## config.mk

```make
export PLATFORM = sky130hd
export DESIGN_NAME = tpq_cell
export DESIGN_NICKNAME = d
export VERILOG_FILES = /design/src/sv/tpq_pkg.sv /design/src/sv/tpq_cell.sv
export SDC_FILE = /design/constraint.sdc
export NUM_CORES = 1
export LEC_CHECK = 0
export ABC_AREA = 0
export BUFFER_PORTS_ARGS = -buffer_cell sky130_fd_sc_hd__buf_2
export CORE_MARGIN = 2
export CORE_UTILIZATION = 38
export DETAILED_ROUTE_END_ITERATION = 16
export PLACE_DENSITY = 0.74
export SETUP_SLACK_MARGIN = 0.4
export SYNTH_ARGS = -nofsm -noshare
export SYNTH_HDL_FRONTEND = slang
export SYNTH_SLANG_ARGS = --single-unit
```

## constraint.sdc

```tcl
create_clock -name clk -period 2.15 [get_ports clk]
set_clock_uncertainty 0.15 [all_clocks]
set_input_delay 0.5375 -clock clk [delete_from_list [all_inputs] [get_ports clk]]
set_output_delay 0.5375 -clock clk [all_outputs]
set_load 0.03 [all_outputs]
```

## src/sv/tpq_pkg.sv

```systemverilog
// ---------------------------------------------------------------------------
// Time window packet queue package
// Shared constants, register indexes and types for the packet queue.
// ---------------------------------------------------------------------------
`default_nettype none

package tpq_pkg;

  localparam int QUEUE_DEPTH = 64;
  localparam int STAMP_BITS  = 48;
  localparam int LEN_W       = 26;
  localparam int REG_W       = 32;
  localparam int IDX_W       = $clog2(QUEUE_DEPTH);
  localparam int CNT_W       = $clog2(QUEUE_DEPTH + 1);
  localparam int TOTAL_W     = LEN_W + IDX_W + 1;
  localparam int CFG_IDX_W   = 1;

  localparam logic [REG_W-1:0] DURATION_RESET = 32'd10000;
  localparam logic [REG_W-1:0] CAP_RESET      = 32'd52428800;

  localparam logic [CFG_IDX_W-1:0] REG_DURATION = 1'd0;
  localparam logic [CFG_IDX_W-1:0] REG_CAP      = 1'd1;

  localparam logic MODE_PUSH  = 1'b0;
  localparam logic MODE_CLEAR = 1'b1;

  typedef enum logic [1:0] {
    ST_IDLE,
    ST_TIME,
    ST_CAP
  } tpq_state_t;

  typedef struct packed {
    logic load;
    logic shift;
  } cell_ctrl_t;

endpackage

`default_nettype wire

```

## src/sv/tpq_cell.sv

```systemverilog
// ---------------------------------------------------------------------------
// Queue cell
// One descriptor slot of the shifting queue: loads a new descriptor or takes
// the descriptor of the cell behind it when the head is popped.
// ---------------------------------------------------------------------------
`default_nettype none

module tpq_cell (
  input  wire                              clk,
  input  wire  tpq_pkg::cell_ctrl_t        ctrl,
  input  wire  [tpq_pkg::STAMP_BITS-1:0]   new_stamp,
  input  wire  [tpq_pkg::LEN_W-1:0]        new_len,
  input  wire  [tpq_pkg::STAMP_BITS-1:0]   next_stamp,
  input  wire  [tpq_pkg::LEN_W-1:0]        next_len,
  output logic [tpq_pkg::STAMP_BITS-1:0]   stamp,
  output logic [tpq_pkg::LEN_W-1:0]        len
);

  always_ff @(posedge clk) begin
    if (ctrl.load) begin
      stamp <= new_stamp;
      len   <= new_len;
    end else if (ctrl.shift) begin
      stamp <= next_stamp;
      len   <= next_len;
    end
  end

endmodule

`default_nettype wire

```

# Word level (Yosys, flattened, before mapping)
# Cells that the tools add are included.
# word_totals
ff_bits,74
input_bits,151
out_inout_bits,74
word_cells,7
# classes
mux,4
reduce_logical,1
# op_table
operator,count
$mux W48,2
$mux W26,2
$reduce_bool A2 Y1,1

# Logic depth before layout (Yosys ltp)
# Gate-level depths: netlist (run 1).
# depth
ltp_word,2
depth_mapped,3
depth_no_buf,1

# Least setup slack after synthesis (run 1)
# OpenSTA, ideal clock, no wires.
# synth_path
kind,in2reg
from,input ctrl[1] (netlist name)
to,register len[0] (netlist name) (enable)
setup_ps,400
arrival_time_ps,1802
t_required_ps,1600
path_slack_ps,-202
path_stages,3
path_buffers,2
cell_sequence,buf_6 > buf_6 > or2_2
# synth_between
elab_chain_len,1
# synth_rtl
element,line,rtl
from (decl),tpq_cell.sv:10,"input wire tpq_pkg::cell_ctrl_t ctrl,"
$reduce_bool A2 Y1 (no source line),-,
to (signal assigned),tpq_cell.sv:22,len <= new_len;
to (signal assigned),tpq_cell.sv:25,len <= next_len;
to (decl),tpq_cell.sv:16,output logic [tpq_pkg::LEN_W-1:0] len
# No other way between the ends.
# A chain may end at the register's enable or synchronous reset.

# Final worst setup path (run 1)
# layout_path
from,register len[9] (netlist name)
to,output len[9] (netlist name)
# No word-level cell between the ends.

==> results of run 1 <==
==> worst paths after layout <==
kind / startpoint / endpoint
setup / recovery: len[9]$_DFFE_PP_ / len[9]
hold / removal: next_len[3] / len[3]$_DFFE_PP_
==> state kept, by name, indices dropped and copies added (netlist names) <==
name,flops
stamp,48
len,26
==> logic make-up (layout without fill, tap and decap cells) <==
| kind of cell | Yosys count | count (layout) | share of synthesized area [%] |
|---|---|---|---|
| buffers and inverters | 8 | 246 | 2.334 |
| flip-flops | 74 | 74 | 66.87 |
| multiplexers | 74 | 74 | 30.61 |
| AND/OR/NAND/NOR | 1 | 1 | 0.1884 |
==> cell type report <==
| type | count | area (um^2) |
|---|---|---|
| repair buffers | 231 | 1214 |
| multi-input cells | 75 | 1026 |
| flip-flops and latches | 74 | 2222 |
| clock buffers | 9 | 123.9 |
| clock inverters | 6 | 58.81 |
| fillers | 719 | 3814 |
| well taps | 108 | 135.1 |
==> per-layer routing <==
layer,track usage [%],wire length (um),vias to the layer above
met3,5.036,623,13
met2,27.21,3825,132
met1,16.86,2702,1029
met4,6.731,159,0
li1,-,-,1084
met5,0,0,-
==> cells in the final DEF (no fill, tap or decap), drive strengths merged <==
| master | n |
|---|---|
| buf | 231 |
| bufinv | 1 |
| clkbuf | 9 |
| clkinv | 3 |
| clkinvlp | 2 |
| edfxtp | 74 |
| mux2 | 74 |
| or2 | 1 |
==> stage by stage <==
stage	setup WS, ns	instances
after floorplan	0.2238	157
after global placement	0.3098	488
after detailed placement	0.2838	488
after CTS	0.5195	503
after global routing	0.5010	503
final	0.5353	503
==> where the power goes <==
part           total, mW  switching (mW)  internal (mW)
sequential          1.80          0.0350           1.77
clock               1.01           0.491          0.521
combinational      0.865           0.511          0.354
==> results.cfg, run 1 <==
[run_status]
status = finished, final reports clean

[finish]
final_core_util_pct = 55.62
area_growth_pct = 43.83
design_area_um2 = 4780
diodes = 0
drive_gt1_share_pct = 81.01
fin_nets = 542

[setup_path]
worst-path-stages = 1
crit_path_end_kind = primary output
cp.arrival_ns = 0.93
crit_path_start_kind = register
cp.required_ns = 1.46
cp_top_family = flip-flops
crit_chain = buf_2
cp.buffers_inverters = 1
critPathSlowestCell = edfxtp_1
crit_fanout = 1
path_class = reg2out
cpPeakStageDelay_ns = 0.39

[drt]
dr.pass1.iters = 4
vias = 2258
wirelength_um = 7311
wl_per_cell_um = 14.53
via_per_inst = 4.489
postRouteAntennaNets = 0
drtIter0Drc = 48
drc = 0

[timing]
worst_hold_slack_ns = 0.3425
rsz0062_at_grt = false
hold_viol_final = 0
worst_pin_slew_ns = 0.3333
slew-limit-headroom_pct = 77.78
min_period_ns = 1.615
maxSlewViolCount = 0
fmax_ghz = 0.6193
finalCritPeriodShare_pct = 75.10
fin_tns_setup_ns = 0
finalSetupViolCount = 0

[grt]
grt.total_usage_pct = 15.41
first_global_vias = 2374
antenna_found_initial = 0
grt_pass1_wl_um = 11410
grt_max_degree = 58
grt-ovfl-total = 0

[yosys]
synth_most_common_cell = edfxtp_1
synth.area.top_cells = edfxtp_1, mux2_4, mux2_2, buf_6, buf_2
synth_common_cells = edfxtp_1, mux2_4, mux2_2, buf_6, buf_2
synth_top_area_share_pct = 66.87
synth_nets = 308
synth_edf_count = 74
async_reset_ff_share_pct = 0
postSynthCellCount = 157
synth.distinct_cells = 6
yosys_register_bits = 74
synth_top_cell_by_area = edfxtp_1
synth_ff_type = edfxtp_1
ys_seq_area_share_pct = 66.87
syn-cell-area_um2 = 3323
ys_warn_count = 0
syn_avg_cell_area_um2 = 21.17

[die]
fp.dieW_um = 97.52
initial_core_util_pct = 38.67
placementRows = 34
die-area_um2 = 9509
die_y_um = 97.52
core_area_um2 = 8593
io_pins = 225

[clocking]
cts_setup_buffers = 0
path_clk_slew_ns = 0.08
cts_buffers = 9
h-tree-depth = 3
clk_path_buf_depth = 2
post_cts_resized = 0
cts_hold_buf = 0
cts_tree = built
cts_sinks = 74
cts_root_buffer = clkbuf_8

[power_and_ir_drop]
total_power_mw = 3.682
powerDensity_nw_per_um2 = 770.4
peakVddDrop_mv = 0.3282
leakagePower_nw = 2.276

[place]
place_congestion = 0.7341
portBuffers = 224
place_area_um2 = 4597

[worst_hold_path]
holdCritPathClass = in2reg
worstHoldPathCells = 2

[run]
maxCapViolCount = 0
(Power assumes the default switching activity.)
==> run 2, diff against run 1 <==
--- a/config.mk
+++ b/config.mk
@@ -8,9 +8,9 @@
 export ABC_AREA = 0
 export BUFFER_PORTS_ARGS = -buffer_cell sky130_fd_sc_hd__buf_2
 export CORE_MARGIN = 2
-export CORE_UTILIZATION = 38
+export CORE_UTILIZATION = 42
 export DETAILED_ROUTE_END_ITERATION = 16
-export PLACE_DENSITY = 0.74
+export PLACE_DENSITY = 0.78
 export SETUP_SLACK_MARGIN = 0.4
 export SYNTH_ARGS = -nofsm -noshare
 export SYNTH_HDL_FRONTEND = slang
==> constraint.sdc (replaced) <==
create_clock -name clk -period 1.66 [get_ports clk]
set_clock_uncertainty 0.15 [all_clocks]
set_input_delay 0.415 -clock clk [delete_from_list [all_inputs] [get_ports clk]]
set_output_delay 0.415 -clock clk [all_outputs]
set_load 0.03 [all_outputs]
==> results.cfg, run 2 (synthesis results as in run 1) <==
[finish]
mostFrequentLayoutCells = buf_2, edfxtp_1, buf_6
top_register = stamp
top_regs = stamp: 48 flops, len: 26 flops
final_core_util_pct = 69.53
diodes = 0
drive_gt1_share_pct = 81.53
design_area_um2 = 5345
fin_nets = 552
area_growth_pct = 60.84
final_common_cell = buf_2
final.fill_count = 527
largest_reg_flops = 48

[drt]
wl_per_cell_um = 16.06
routedLengthMet1_um = 2661
vias = 2352
dr.pass1.iters = 3
drc = 0
wirelength_um = 8158
postRouteAntennaNets = 0
wl_met3_um = 727
drtIter0Drc = 85
route.met2.wl_um = 4654
via_per_inst = 4.630
topRoutingLayerUsed = met4

[place]
place_area_um2 = 4657
place_congestion = 0.7478
post-dp-hpwl_um = 6082
place_ws_ns = 0.04613
portBuffers = 224

[setup_path]
cpPeakStageDelay_ns = 0.42
crit_chain = buf_6
cp.arrival_ns = 0.91
cp.required_ns = 1.09
path_class = reg2out
cp_top_family = flip-flops
crit_path_end_kind = primary output
cp.buffers_inverters = 1
crit_fanout = 1
crit_path_start_kind = register
critPathSlowestCell = edfxtp_1

[die]
placementRows = 32
die-area_um2 = 8640
die_y_um = 92.95
fp.dieW_um = 92.95
io_pins = 225
core_area_um2 = 7687
initial_core_util_pct = 43.23

[grt]
grt.total_usage_pct = 17.50
first_global_vias = 2505
grt-ovfl-total = 0
grt_pass1_wl_um = 11290
grt_max_degree = 38
antenna_found_initial = 0

[power_and_ir_drop]
leakagePower_nw = 2.501
total_power_mw = 4.942
peakVddDrop_mv = 0.4155
powerDensity_nw_per_um2 = 924.6

[timing]
slew-limit-headroom_pct = 84.18
min_period_ns = 1.476
worst_pin_slew_ns = 0.2374
maxSlewViolCount = 0
finalSetupViolCount = 0
setup_ws_ns = 0.1838
fmax_ghz = 0.6774
hold_viol_final = 0
rsz0062_at_grt = true
finalCritPeriodShare_pct = 88.93

[clocking]
cts_root_buffer = clkbuf_8
h-tree-depth = 3
cts_sinks = 74
clk_path_buf_depth = 2
path_clk_slew_ns = 0.08
cts_buffers = 9
cts_hold_buf = 0
cts_tree = built

[worst_hold_path]
holdCritPathClass = in2reg

[run_status]
status = finished, final reports clean

[run]
maxCapViolCount = 0
-- run 2: changes by cell type in the layout (fill, tap and decap cells not counted), sizes merged --
cell	before	now
clkinvlp	2	1
bufinv	1	0
buf	231	241
clkinv	3	6
-- run 2: worst paths after layout --
check | from | endpoint | slack [ns] | cells past startpoint
hold / removal | new_stamp[35] | stamp[35]$_DFFE_PP_ | 0.23 | 2
setup / recovery | len[0]$_DFFE_PP_ | len[0] | 0.18 | 1
-- run 2: area by class of cell --
| class | count | area [um^2] | share of cell area [%] |
|---|---|---|---|
| sequential | 74 | 2222 | 41.57 |
| timing repair buffer | 241 | 1809 | 33.85 |
| multi-input combinational | 75 | 1026 | 19.19 |
| tap | 102 | 127.6 | 2.388 |
| clock buffer | 9 | 123.9 | 2.317 |
| clock inverter | 7 | 36.28 | 0.6788 |
-- run 2: what timing repair did --
| item | CTS | global route |
|---|---|---|
| pin swaps | 0 | 0 |
| resized for setup | 148 | 1 |
| buffers inserted | 0 | 6 |
| endpoints found under the hold margin | 0 | 0 |
| endpoints found under the setup margin | 74 | 77 |
-- run 2: where the power goes --
group / internal, mW / total [mW] / switching, mW / leakage (nW)
clock network: 0.524 / 1.15 / 0.627 / 0.0860
registers: 2.30 / 2.40 / 0.0989 / 0.754
logic: 0.720 / 1.39 / 0.673 / 1.66
total: 3.54 / 4.94 / 1.40 / 2.50
-- run 2: per-stage QoR --
step / hold slack (ns) / instances / TNS [ns]
after floorplan: 0.4825 / 157 / -10.64
after global placement: 0.5653 / 486 / 0
after detailed placement: 0.5692 / 486 / 0
after CTS: 0.2159 / 502 / 0
after global routing: 0.2128 / 508 / 0
final: 0.2270 / 508 / 0
-- run 2: per-layer routing --
layer / track usage (%) / vias up
met2: 34.90 / 137
met1: 16.21 / 1094
met5: 0 / -
met4: 6.985 / 0
li1: - / 1110
met3: 5.207 / 11
==> run 3, diff against run 2 <==
==> config.mk (replaced) <==
export PLATFORM = sky130hd
export DESIGN_NAME = tpq_cell
export DESIGN_NICKNAME = d
export VERILOG_FILES = /design/src/sv/tpq_pkg.sv /design/src/sv/tpq_cell.sv
export SDC_FILE = /design/constraint.sdc
export NUM_CORES = 1
export LEC_CHECK = 0
export ABC_AREA = 0
export CORE_AREA = 2 2 87 89
export DETAILED_ROUTE_END_ITERATION = 16
export DIE_AREA = 0 0 89 91
export DONT_BUFFER_PORTS = 1
export MAX_ROUTING_LAYER = met4
export PLACE_DENSITY = 0.58
export SETUP_SLACK_MARGIN = 0.4
export SKIP_CTS_REPAIR_TIMING = 1
export SYNTH_ARGS = -nofsm -noshare
export SYNTH_HDL_FRONTEND = slang
export SYNTH_SLANG_ARGS = --single-unit
==> results.cfg, run 3 (synthesis results as in run 1) <==
[run_status]
status = finished, final reports clean

[grt]
grt.total_usage_pct = 15.15
grt.busiest_layer = met2
antenna_found_initial = 0
grt_max_degree = 76
grt-ovfl-total = 0
first_global_vias = 1586
grtUsageMet2_pct = 26.06
grtUsageMet3_pct = 5.273
use_met1_pct = 14.84
grt_pass1_wl_um = 8521

[place]
place_congestion = 0.7066
post-dp-hpwl_um = 4538
place_ws_ns = -0.09465
portBuffers = 0

[setup_path]
crit_path_end_kind = primary output
cp.arrival_ns = 0.88
worst-path-stages = 0
crit_path_start_kind = register
crit_fanout = 1
path_class = reg2out
cp.required_ns = 1.09

[timing]
slew-limit-headroom_pct = 65.07
fin_tns_setup_ns = 0
finalSetupViolCount = 0
setup_ws_ns = 0.2125
hold_viol_final = 0
finalCritPeriodShare_pct = 87.20
maxSlewViolCount = 0
fmax_ghz = 0.6909
worst_pin_slew_ns = 0.5239
rsz0062_at_grt = true
min_period_ns = 1.447

[clocking]
clk_path_buf_depth = 2
h-tree-depth = 3
cts_root_buffer = clkbuf_8
path_clk_slew_ns = 0.08
cts_tree = built
cts_buffers = 9
cts_sinks = 74

[power_and_ir_drop]
peakVddDrop_mv = 0.5230
switching_share_pct = 28.18
powerDensity_nw_per_um2 = 1189
total_power_mw = 4.209
seq_power_share_pct = 67.0
p_switching_mw = 1.186
p_int_mw = 3.023
pwr-share-clk_pct = 26.8
pwr-share-comb_pct = 6.1
leakagePower_nw = 1.338

[finish]
top_regs = stamp: 48 flops, len: 26 flops
diodes = 0
largest_reg_flops = 48
area_growth_pct = 6.551
final.fill_count = 607
final_common_cell = edfxtp_1
top_register = stamp
mostFrequentLayoutCells = edfxtp_1, mux2_4, mux2_2
fin_nets = 312
drive_gt1_share_pct = 53.61

[die]
placementRows = 31
die-area_um2 = 8099
fp.dieW_um = 89
core_area_um2 = 7137
die_y_um = 91
initial_core_util_pct = 46.56
io_pins = 225

[drt]
postRouteAntennaNets = 0
dr.pass1.iters = 4
drtIter0Drc = 25
wl_per_cell_um = 23.71
wirelength_um = 6284
via_per_inst = 5.506
vias = 1459
drc = 0

[worst_hold_path]
worstHoldPathCells = 1
holdCritPathClass = in2reg

[run]
maxCapViolCount = 0
==> run 3: cell count changes in the layout (fill, tap and decap cells not counted), sizes merged <==
cell | before | now
clkinv | 6 | 5
or2 | 1 | 2
buf | 241 | 0
clkinvlp | 1 | 2
==> run 3: final timing paths <==
path / slack (ns) / endpoint / from
max: 0.21 / stamp[35] / stamp[35]$_DFFE_PP_
min: 0.14 / stamp[17]$_DFFE_PP_ / new_stamp[17]
==> run 3: routing by layer <==
metal  vias to the layer above  routed length [um]
li1                        627                   -
met1                       696                2104
met2                       124                3464
met3                        12                 604
met4                         0                 110
met5                         -                   0
==> run 3: power by group through the flow <==
stage | Combinational [mW] | Sequential, mW | Clock (mW)
floorplan | 0.289 | 2.82 | 0
global placement | 0.251 | 2.87 | 0
detailed placement | 0.262 | 2.87 | 0
CTS | 0.262 | 2.83 | 1.18
global route | 0.279 | 2.84 | 1.28
finish | 0.259 | 2.82 | 1.13
==> run 3: final cells by class <==
type,count,area [um^2],area share (%)
Tap cell,99,123.9,3.498
Clock inverter,7,36.28,1.025
Multi-Input combinational cell,76,1035,29.22
Clock buffer,9,123.9,3.498
Sequential cell,74,2222,62.76
==> run 3: per-stage QoR <==
| stage | hold WS, ns | cells | util (%) | cell area [um^2] |
|---|---|---|---|---|
| 6_report | 0.1388 | 265 | 49.61 | 3541 |
| 5_1_grt | 0.1150 | 265 | 49.61 | 3541 |
| 4_1_cts | 0.1165 | 264 | 49.49 | 3532 |
| 3_5_place_dp | 0.4845 | 248 | 47.25 | 3372 |
| 3_3_place_gp | 0.4830 | 248 | 47.25 | 3372 |
| 2_1_floorplan | 0.4825 | 157 | - | 3356 |
